<file path="config.mk">
export PLATFORM = sky130hd
export DESIGN_NAME = quoted_token_splitter
export DESIGN_NICKNAME = d
export VERILOG_FILES = /design/src/hw/rtl/qts_pkg.sv /design/src/hw/rtl/qts_core.sv /design/src/hw/rtl/qts_rsp_buf.sv /design/src/hw/rtl/quoted_token_splitter.sv
export SDC_FILE = /design/constraint.sdc
export NUM_CORES = 1
export LEC_CHECK = 0
export ABC_AREA = 1
export BUFFER_PORTS_ARGS = -buffer_cell sky130_fd_sc_hd__clkbuf_2
export CORE_ASPECT_RATIO = 1.25
export CORE_MARGIN = 2
export CORE_UTILIZATION = 45
export CTS_CLUSTER_SIZE = 25
export DETAILED_ROUTE_END_ITERATION = 12
export PLACE_DENSITY = 0.7
export SLEW_MARGIN = 0
export SYNTH_ARGS = -nofsm -noshare
export SYNTH_HDL_FRONTEND = slang
export SYNTH_SLANG_ARGS = --single-unit
</file>
<file path="constraint.sdc">
create_clock -name clock -period 5.1 [get_ports clock]
set_input_delay 0.255 -clock clock [delete_from_list [all_inputs] [get_ports clock]]
set_output_delay 0.255 -clock clock [all_outputs]
set_load 0.005 [all_outputs]
</file>
<file path="src/hw/rtl/qts_pkg.sv">
// Package: item types, character codes and the per-byte parse function of the token splitter.
package qts_pkg;

   // Depth of the result list that one item can produce, and its count width.
   localparam int ListDepth = 6;
   localparam int ListCntW  = 3;

   // Result kinds.
   localparam logic [1:0] KIND_BYTE = 2'd0;
   localparam logic [1:0] KIND_TEND = 2'd1;
   localparam logic [1:0] KIND_MEND = 2'd2;

   // Token classes.
   localparam logic [1:0] CLS_PLAIN  = 2'd0;
   localparam logic [1:0] CLS_ARG    = 2'd1;
   localparam logic [1:0] CLS_HANDLE = 2'd2;

   // Character codes.
   localparam logic [7:0] CH_SPACE  = 8'h20;
   localparam logic [7:0] CH_DQUOTE = 8'h22;
   localparam logic [7:0] CH_SQUOTE = 8'h27;
   localparam logic [7:0] CH_LSQ    = 8'h5B;
   localparam logic [7:0] CH_RSQ    = 8'h5D;
   localparam logic [7:0] CH_LCURLY = 8'h7B;
   localparam logic [7:0] CH_RCURLY = 8'h7D;
   localparam logic [7:0] CH_EQUAL  = 8'h3D;
   localparam logic [7:0] CH_TILDE  = 8'h7E;
   localparam logic [7:0] CH_LT     = 8'h3C;
   localparam logic [7:0] CH_GT     = 8'h3E;

   // Group modes; the code doubles as the unclosed-group error code.
   typedef enum logic [2:0] {
      GRP_NONE   = 3'd0,
      GRP_SQ     = 3'd1,
      GRP_DQ     = 3'd2,
      GRP_SQUARE = 3'd3,
      GRP_CURLY  = 3'd4,
      GRP_TRI    = 3'd5
   } group_type;

   typedef struct packed {
      logic [7:0] ch;
      logic       end_of_message;
   } req_type;

   typedef struct packed {
      logic [1:0] kind;
      logic [7:0] data_byte;
      logic [1:0] token_kind;
      logic [2:0] error_code;
      logic       run_last;
   } rsp_type;

   // Results produced by one item, in delivery order from entry 0.
   typedef struct packed {
      rsp_type [ListDepth-1:0] entry;
      logic    [ListCntW-1:0]  count;
   } rsp_list_type;

   typedef struct packed {
      group_type  group;
      logic       token_open;
      logic [1:0] token_class;
   } parse_state_type;

   typedef struct packed {
      logic            emit;
      rsp_type         item;
      parse_state_type st;
   } consume_type;

   function automatic rsp_type make_byte(logic [7:0] c);
      rsp_type r;
      r           = '0;
      r.kind      = KIND_BYTE;
      r.data_byte = c;
      return r;
   endfunction

   function automatic rsp_type make_tend(logic [1:0] cls);
      rsp_type r;
      r            = '0;
      r.kind       = KIND_TEND;
      r.token_kind = cls;
      return r;
   endfunction

   function automatic rsp_type make_mend(logic [2:0] err);
      rsp_type r;
      r            = '0;
      r.kind       = KIND_MEND;
      r.error_code = err;
      return r;
   endfunction

   // Process one message byte c, with lookahead nx valid when has_next.
   function automatic consume_type consume(parse_state_type st, logic [7:0] c,
                                           logic has_next, logic [7:0] nx);
      consume_type res;
      logic        do_push;
      logic        do_end;
      res     = '0;
      res.st  = st;
      do_push = 1'b0;
      do_end  = 1'b0;
      unique case (st.group)
         GRP_SQ: begin
            if (c == CH_SQUOTE) res.st.group = GRP_NONE;
            else do_push = 1'b1;
         end
         GRP_DQ: begin
            if (c == CH_DQUOTE) res.st.group = GRP_NONE;
            else do_push = 1'b1;
         end
         GRP_SQUARE: begin
            do_push = 1'b1;
            if (c == CH_RSQ) res.st.group = GRP_NONE;
         end
         GRP_CURLY: begin
            do_push = 1'b1;
            if (c == CH_RCURLY) res.st.group = GRP_NONE;
         end
         GRP_TRI: begin
            do_push = 1'b1;
            if (c == CH_GT && has_next && nx == CH_GT) res.st.group = GRP_NONE;
         end
         default: begin
            // outside any group
            case (c)
               CH_SPACE:  do_end = 1'b1;
               CH_DQUOTE: res.st.group = GRP_DQ;
               CH_SQUOTE: res.st.group = GRP_SQ;
               CH_LSQ: begin
                  do_push      = 1'b1;
                  res.st.group = GRP_SQUARE;
               end
               CH_LCURLY: begin
                  do_push      = 1'b1;
                  res.st.group = GRP_CURLY;
               end
               CH_EQUAL: begin
                  do_push            = 1'b1;
                  res.st.token_class = CLS_ARG;
               end
               CH_TILDE: begin
                  do_push = 1'b1;
                  if (!st.token_open) res.st.token_class = CLS_HANDLE;
               end
               CH_LT: begin
                  do_push = 1'b1;
                  if (has_next && nx == CH_LT) res.st.group = GRP_TRI;
               end
               default: do_push = 1'b1;
            endcase
         end
      endcase
      if (do_push) begin
         res.emit          = 1'b1;
         res.item          = make_byte(c);
         res.st.token_open = 1'b1;
      end else if (do_end && st.token_open) begin
         res.emit           = 1'b1;
         res.item           = make_tend(res.st.token_class);
         res.st.token_open  = 1'b0;
         res.st.token_class = CLS_PLAIN;
      end
      return res;
   endfunction

endpackage

</file>
<file path="src/hw/rtl/qts_core.sv">
// Parser core: parse state, held-back byte and expansion of one item into its result list.
module qts_core import qts_pkg::*; (
   input  logic         clock,
   input  logic         reset,
   input  logic         move,
   input  req_type      item,
   output rsp_list_type list
);

   parse_state_type state_ff, state_in;
   logic [7:0]      held_ff, held_in;
   logic            held_valid_ff, held_valid_in;

   always_comb begin
      parse_state_type      st;
      consume_type          r;
      logic [ListCntW-1:0]  n;
      logic [2:0]           err;
      st            = state_ff;
      r             = '0;
      n             = '0;
      list          = '0;
      err           = '0;
      held_in       = held_ff;
      held_valid_in = held_valid_ff;
      state_in      = state_ff;

      // finish the held byte now that its follower is known
      if (held_valid_ff) begin
         r  = consume(st, held_ff, 1'b1, item.ch);
         st = r.st;
         if (r.emit) begin
            list.entry[n] = r.item;
            n             = n + ListCntW'(1);
         end
      end

      if (item.end_of_message) begin
         r  = consume(st, item.ch, 1'b0, 8'h00);
         st = r.st;
         if (r.emit) begin
            list.entry[n] = r.item;
            n             = n + ListCntW'(1);
         end
         err = st.group;
         // append the missing closer of a kept group
         case (st.group)
            GRP_SQUARE: begin
               list.entry[n] = make_byte(CH_RSQ);
               n             = n + ListCntW'(1);
               st.token_open = 1'b1;
            end
            GRP_CURLY: begin
               list.entry[n] = make_byte(CH_RCURLY);
               n             = n + ListCntW'(1);
               st.token_open = 1'b1;
            end
            GRP_TRI: begin
               list.entry[n] = make_byte(CH_GT);
               n             = n + ListCntW'(1);
               list.entry[n] = make_byte(CH_GT);
               n             = n + ListCntW'(1);
               st.token_open = 1'b1;
            end
            default: ;
         endcase
         if (st.token_open) begin
            list.entry[n] = make_tend(st.token_class);
            n             = n + ListCntW'(1);
         end
         list.entry[n] = make_mend(err);
         n             = n + ListCntW'(1);
         state_in      = '{group: GRP_NONE, token_open: 1'b0, token_class: CLS_PLAIN};
         held_valid_in = 1'b0;
      end else begin
         state_in      = st;
         held_in       = item.ch;
         held_valid_in = 1'b1;
      end

      if (n != '0) list.entry[n - ListCntW'(1)].run_last = 1'b1;
      list.count = n;
   end

   always_ff @(posedge clock) begin
      if (reset) begin
         state_ff      <= '{group: GRP_NONE, token_open: 1'b0, token_class: CLS_PLAIN};
         held_valid_ff <= 1'b0;
      end else if (move) begin
         state_ff      <= state_in;
         held_valid_ff <= held_valid_in;
      end
   end

   always_ff @(posedge clock) begin
      if (move) held_ff <= held_in;
   end

   // only a message end can produce more than one result
   a_single_unless_end: assert property (@(posedge clock) disable iff (reset)
      move && !item.end_of_message |-> list.count <= ListCntW'(1))
      else $error("more than one result for a mid-message item");

   a_end_clears_hold: assert property (@(posedge clock) disable iff (reset)
      move && item.end_of_message |=> !held_valid_ff && !state_ff.token_open)
      else $error("state not cleared after message end");

   a_hold_after_byte: assert property (@(posedge clock) disable iff (reset)
      move && !item.end_of_message |=> held_valid_ff)
      else $error("byte not held back");

endmodule

</file>
<file path="src/hw/rtl/qts_rsp_buf.sv">
// Result buffer: holds one item's results, delivered one per cycle unless stalled.
module qts_rsp_buf import qts_pkg::*; (
   input  logic         clock,
   input  logic         reset,
   input  logic         load,
   input  rsp_list_type list,
   output logic         free,
   output logic         rsp_valid,
   input  logic         rsp_stall,
   output rsp_type      rsp_item
);

   rsp_type [ListDepth-1:0] entries_ff;
   logic    [ListCntW-1:0]  count_ff;
   logic    [ListCntW-1:0]  ptr_ff, ptr_in;
   logic                    pop;
   logic                    on_last;

   assign rsp_valid = ptr_ff != count_ff;
   assign pop       = rsp_valid && !rsp_stall;
   assign on_last   = ptr_ff == count_ff - ListCntW'(1);
   assign free      = !rsp_valid || (pop && on_last);
   assign rsp_item  = (ptr_ff < ListCntW'(ListDepth)) ? entries_ff[ptr_ff] : '0;
   assign ptr_in    = load ? '0 : (pop ? ptr_ff + ListCntW'(1) : ptr_ff);

   always_ff @(posedge clock) begin
      if (reset) begin
         count_ff <= '0;
         ptr_ff   <= '0;
      end else begin
         ptr_ff <= ptr_in;
         if (load) count_ff <= list.count;
      end
   end

   always_ff @(posedge clock) begin
      if (load) entries_ff <= list.entry;
   end

   a_ptr_in_range: assert property (@(posedge clock) disable iff (reset)
      ptr_ff <= count_ff && count_ff <= ListCntW'(ListDepth))
      else $error("read pointer beyond result count");

   a_last_marked: assert property (@(posedge clock) disable iff (reset)
      rsp_valid |-> rsp_item.run_last == on_last)
      else $error("last-result mark out of place");

   a_load_when_free: assert property (@(posedge clock) disable iff (reset)
      load |-> free)
      else $error("list loaded over undelivered results");

endmodule

</file>
<file path="src/hw/rtl/quoted_token_splitter.sv">
// Top level of the quoted token splitter: input skid register, parser core, result buffer.
//
//   port group   direction  payload    handshake
//   req_*        in         req_type   req_valid / req_stall
//   rsp_*        out        rsp_type   rsp_valid / rsp_stall
//
// An accepted item first lands in a one-entry input register, then moves into the parser
// core, which expands it combinationally into a list of up to six results held in the
// result buffer. Mid-message bytes yield at most one result, so they flow at one item per
// cycle while the result side does not stall. A message end yields up to six results,
// delivered at one per cycle unless stalled; the buffer drain is what sets the rate then.
// Reset is synchronous and clears the parse state, the held-byte flag, the input valid
// flag and the result buffer.
// A stall on the result side holds the buffer; the input register still takes one item.
module quoted_token_splitter import qts_pkg::*; (
   input  logic    clock,
   input  logic    reset,
   input  logic    req_valid,
   output logic    req_stall,
   input  req_type req_item,
   output logic    rsp_valid,
   input  logic    rsp_stall,
   output rsp_type rsp_item
);

   logic         in_valid_ff, in_valid_in;
   req_type      item_ff;
   logic         accept;
   logic         move;
   logic         buf_free;
   rsp_list_type list;

   // advance the held item into the core once the buffer can take its results
   assign move        = in_valid_ff && buf_free;
   assign req_stall   = in_valid_ff && !move;
   assign accept      = req_valid && !req_stall;
   assign in_valid_in = accept || (in_valid_ff && !move);

   always_ff @(posedge clock) begin
      if (reset) begin
         in_valid_ff <= 1'b0;
      end else begin
         in_valid_ff <= in_valid_in;
      end
   end

   // capture the item on accept; hold it otherwise
   always_ff @(posedge clock) begin
      if (accept) item_ff <= req_item;
   end

   qts_core u_core (
      .clock (clock),
      .reset (reset),
      .move  (move),
      .item  (item_ff),
      .list  (list)
   );

   qts_rsp_buf u_rsp_buf (
      .clock     (clock),
      .reset     (reset),
      .load      (move),
      .list      (list),
      .free      (buf_free),
      .rsp_valid (rsp_valid),
      .rsp_stall (rsp_stall),
      .rsp_item  (rsp_item)
   );

endmodule
</file>
# Word level (Yosys, flattened, before mapping)
# Index checks and enable logic that the tools add are counted.
# classes
add_sub_neg	8
magnitude_cmp	14
n_eq_ne	37
n_mux	93
bitwise_logic	13
reduce_logical	31
# op_table
cell	count
$mux W96	7
$bwmux W96	4
$demux W16 S3	6
$pmux W96 S3	1
$and A66 B66 Y66	3
$not A66 Y66	3
$mux W16	9
$mux W17	6
$eq A8 B6 Y1 const B	12
$or A30 B30 Y30	3
$eq A8 B7 Y1 const B	10
$and A60 B60 Y60	1
$mux W3	20
$not A60 Y60	1
$bmux W16 S3	1
$pmux W3 S5	3
$or A36 B36 Y36	1
$lt A3 B4 Y1 const B	7
$mux W1	21
$add A3 B1 Y3 const B	6
$eq A3 B3 Y1 const B	6
$ge A3 B1 Y1 const B	6
$eq A3 B2 Y1 const B	5
$reduce_or A3 Y1	5
19 further kinds	49
# totals
ff_bits	127
inputBits	13
output_inout_bits	18
word_cells	236

# Longest topological paths before layout
# depth
word_depth	34
mapped_depth	35
ltp_nobuf	35

# Cells and area by module
# A second synthesis with hierarchy kept.
# hier_totals
cells_unflattened	964
hier_area_um2	7900.1
# by_module_without_submodules
mod	instances	cells_each	area_each_um2	seq_area_each_um2
qts_rsp_buf	1	348	4171.5	3002.9
qts_core	1	598	3402.0	380.4
quoted_token_splitter	1	18	326.6	290.3

# Worst setup path before layout
# Ideal clock, no wire load.
# synth_timing
path_kind	register -> register
start	reg u_core.held_ff[4]
end	reg u_rsp_buf.entries_ff[48] (netlist name) (data pin)
setup_time_ps	257
arrival_ps	4141
required_time_ps	4843
setup_slack_ps	702
stages_incl_launch_ff	32
n_path_buf	0
synth_period_minus_slack_ps	4398
path_cell_list	edfxtp_1 inv_1 nand2_1 nor2_1 nand2_1 nand2_1 nor2_1 nand3_1 nand2_1 a21oi_4 nand2_1 nand3_2 nand2_1 o21ai_2 inv_1 nor2_1 ha_1 inv_1 nand3_2 nand2_4 inv_1 ha_1 or2_1 o21ai_2 inv_2 ha_1 nand2_1 inv_1 nor2_1 nand2_1 nand3_1 nor2_1
# synth_via
elab_chain_cells	31
word_cells_on_any_way	130
classes_between	6 x add/sub; 12 x order compare; 17 x eq/ne; 72 x mux; 8 x bitwise; 15 x reduce/logical
# synth_rtl
item	line_no	text
start, declared	qts_core.sv:11	logic [7:0] held_ff, held_in;
start signal, assigned	qts_core.sv:96	if (move) held_ff <= held_in;
parallel branches: the longest is 30 deep, another holds $mux W17	n/a	
$mux W96 *	qts_core.sv:81	if (n != '0) list.entry[n - ListCntW'(1)].run_last = 1'b1;
end signal, assigned	qts_rsp_buf.sv:37	if (load) entries_ff <= list.entry;
end, declared	qts_rsp_buf.sv:13	rsp_type [ListDepth-1:0] entries_ff;
# Mark *: on every way between the ends. The select of a mux whose other input is x is not followed.
# A chain may end at the register's enable or synchronous reset.

# Final worst setup path
# Same ends and word-level chain as after synthesis.

==> impl_metrics.env <==
export IMPL_status="finished, final reports clean"
export IMPL_min_from="req_item[8]"
export IMPL_synth_edf_count=91
export IMPL_tightest_slew_ns=0.9838
export IMPL_die_x_microns=110.9
export IMPL_worstHoldEndpoint="item_ff[8]"
export IMPL_yosys_warnings=0
export IMPL_yosys_most_used_dff="edfxtp_1"
export IMPL_route_met2_wl_microns=8728
export IMPL_grt_max_degree=48
export IMPL_start_util_pct=46.37
export IMPL_track_usage_pct=22.34
export IMPL_slowest_stage="edfxtp_1"
export IMPL_first_iter_violations=512
export IMPL_grt_pass1_wl_microns=26610
export IMPL_cts_num_sinks=105
export IMPL_cp_start_kind="flop"
export IMPL_critical_path_max_stage_delay_ns=0.46
export IMPL_r2r_cells=30
export IMPL_worstHoldPathType="primary input to flop"
export IMPL_seq_area_frac_synth_pct=46.84
export IMPL_multi_input_area_sq_mm=0.003012
export IMPL_clock_skew_ns=0.005404
export IMPL_min_period_ns=4.747
export IMPL_worst_ep_required_time_ns=5.20
export IMPL_num_rows=48
export IMPL_finalSetupTns_ns=0
export IMPL_cp_arrival_ns=4.85
export IMPL_setup_viol=0
export IMPL_antenna_found_initial=0
export IMPL_avgViaCountPerCell=5.469
export IMPL_ir_worst_vdd_mv=0.2012
export IMPL_cts_buffers=9
export IMPL_wl_per_cell_microns=16.40
export IMPL_htreeDepth=3
export IMPL_cts_clk_slew_worst_paths_ns=0.07
export IMPL_area_growth_syn_to_layout_pct=12.14
export IMPL_cts_path_max_buffers=2
export IMPL_r2r_start="u_core.held_ff[4]"
export IMPL_power_leakage_nw=2.996
export IMPL_finalCritPeriodShare_pct=93.07
export IMPL_ctsRootBufferMaster="clkbuf_16"
export IMPL_nets=865
export IMPL_hpwlAfterDp_microns=12920
export IMPL_slew_viol_final=0
export IMPL_final_layout_size_suffix_gt1_share_pct=17.67
export IMPL_netlist_area_sq_mm=0.006432
export IMPL_port_buffers=30
export IMPL_highest_layer="met4"
export IMPL_dr_pass1_iters=7
export IMPL_reg2reg_setup_slack_ns=0.35
export IMPL_cap_violations=0
export IMPL_grt_overflow_total=0
export IMPL_hold_violations=0
export IMPL_cp_end_kind="flop"
export IMPL_insertion_delay_ns=0.35
export IMPL_n_fill_cell=1325
export IMPL_die_h_microns=137.7
export IMPL_syn_avg_cell_area_sq_um=8.041
export IMPL_drt_total_wl_microns=16790
export IMPL_fin_util_pct=51.99
export IMPL_vias=5600
export IMPL_diodes=0
export IMPL_cp_common_cell="nand2_1"
export IMPL_max_freq_mhz=210.7
export IMPL_drc=0
export IMPL_syn_inst=800
export IMPL_met3_length_microns=801
export IMPL_seq_area_sq_mm=0.003013
export IMPL_crit_fanout=7
export IMPL_rsz0062_at_grt="no"
export IMPL_whs_path_depth=1
export IMPL_relSlewSlack_pct=34.34
export IMPL_path_class="flop to flop"
export IMPL_power_density_mw_per_mm2=353.4
export IMPL_core_sq_mm=0.01387
export IMPL_wl_met1_microns=6731
export IMPL_ioPinCount=31
export IMPL_synth_cell_types=52
export IMPL_timing_rr_end="u_rsp_buf.entries_ff[48]"
export IMPL_synth_nets=821
export IMPL_cts_tree="yes"
export IMPL_grt_pass1_vias=5214
export IMPL_routabilityCongestion=0.9469
export IMPL_die_area_sq_mm=0.01527
export IMPL_ys_ff_latch=105
export IMPL_async_flop_share_pct=0
export IMPL_postRouteAntennaNets=0
[registers in the layout, indices dropped and copies added, names as in the netlist]
name	cells
u_core.state_ff	6
u_rsp_buf.count_ff	3
in_valid_ff	1
u_core.held_valid_ff	1
u_rsp_buf.ptr_ff	3
u_core.held_ff	8
item_ff	9
u_rsp_buf.entries_ff	74
[kinds of logic (layout without fill, tap and decap cells)]
kind of cell / count (synthesis) / in the layout / share of synthesized area (%)
flops: 105 / 105 / 46.84
compound gates: 129 / 129 / 12.41
simple gates: 439 / 439 / 31.69
fa+ha+maj: 8 / 8 / 1.556
other cells: 1 / 1 / 0.05830
buf+inv: 113 / 162 / 6.769
xor+xnor: 5 / 5 / 0.6808
[Yosys cell counts, drive strengths merged, types with 2 or more instances]
master  count  share of area (%)
a31oi       7               0.68
o21ai      58                4.7
buf         3               0.31
a221o       2               0.31
or2         3               0.29
dfxtp      14                4.4
nor3       21                2.4
o21bai      4               0.47
nor3b       2               0.23
nor4        3               0.29
nor2      139                8.3
o211ai      8                1.0
o21a        2               0.23
ha          8                1.6
nand4       9               0.97
xnor2       5               0.68
a21oi      21                1.8
inv        95                5.6
edfxtp     91                 42
a22o        8                1.1
nand3      65                6.0
o221ai      2               0.27
clkbuf     14               0.82
o22ai      11                1.1
nand2     195                 13
[cell type report]
| cell class | count | share of cell area (%) |
|---|---|---|
| clock buffer | 10 | 3.174 |
| clock inverter | 6 | 1.041 |
| inverter | 96 | 5.065 |
| multi-input combinational | 582 | 41.75 |
| sequential | 105 | 41.77 |
| tap | 175 | 3.036 |
| timing repair buffer | 50 | 4.163 |
[worst max path at each step]
| stage | from | end | slack [ns] |
|---|---|---|---|
| after floorplan | u_core.held_ff[4] | u_rsp_buf.entries_ff[48] | 0.70 |
| after global placement | u_core.held_ff[4] | u_rsp_buf.entries_ff[48] | 0.25 |
| final | u_core.held_ff[4] | u_rsp_buf.entries_ff[48] | 0.35 |
| after global routing | u_core.held_ff[3] | u_rsp_buf.entries_ff[16] | 0.01 |
| after detailed placement | item_ff[7] | u_rsp_buf.entries_ff[48] | 0.10 |
| after CTS | item_ff[7] | u_rsp_buf.entries_ff[48] | 0.08 |
[through the flow]
step	cells	setup slack (ns)	cell area, sq um	hold WS, ns	power, mW
2_1_floorplan	800	0.7022	6432	0.3274	1.630
3_3_place_gp	1005	0.2467	6857	0.4333	1.845
3_5_place_dp	1005	0.1045	6857	0.4338	1.852
4_1_cts	1021	0.08297	7161	0.06899	2.555
5_1_grt	1024	0.01082	7213	0.06909	2.682
6_report	1024	0.3534	7213	0.07404	2.549
[timing repair]
action | 4_1_cts | 5_1_grt
hold buffers | 0 | 0
gates resized for setup | 0 | 11
setup endpoints to repair | 0 | 17
setup buffers | 0 | 3
[routing by layer]
layer  track usage (%)  vias up
met3             3.168       36
met1             25.68     2593
met4             8.819        0
li1                  -     2786
met5                 0        -
met2             42.06      185
[cells in the final DEF (no fill, tap or decap), types with 8 or more instances in the layout]
cell type	Yosys	layout
clkbuf_2	0	30
inv_1	72	70
nor2_1	135	130
a22o_1	8	8
a21oi_1	20	20
o22ai_1	11	11
o21ai_0	49	49
dfxtp_1	14	14
inv_2	22	24
nand2_2	14	14
nand3_2	10	10
nand2_4	8	8
nand3_1	54	54
edfxtp_1	91	91
clkbuf_16	0	9
nor3_1	12	12
buf_4	0	20
nand4_1	8	8
nor3_2	8	8
nand2_1	173	173
[power breakdown]
part | internal (mW) | switching [mW]
Combinational | 0.224 | 0.495
Clock | 0.388 | 0.323
Sequential | 1.08 | 0.0439
Total | 1.69 | 0.862
[critical path: cells and delay by family, from the launching register on]
kind	cells	cell delay, ns
and+or+nand+nor	19	2.09
buffers and inverters	5	0.51
AOI/OAI and AO/OA	3	0.52
DFF	1	0.46
adders and majority gates	3	0.90
Power figures use the tool's default switching activity.
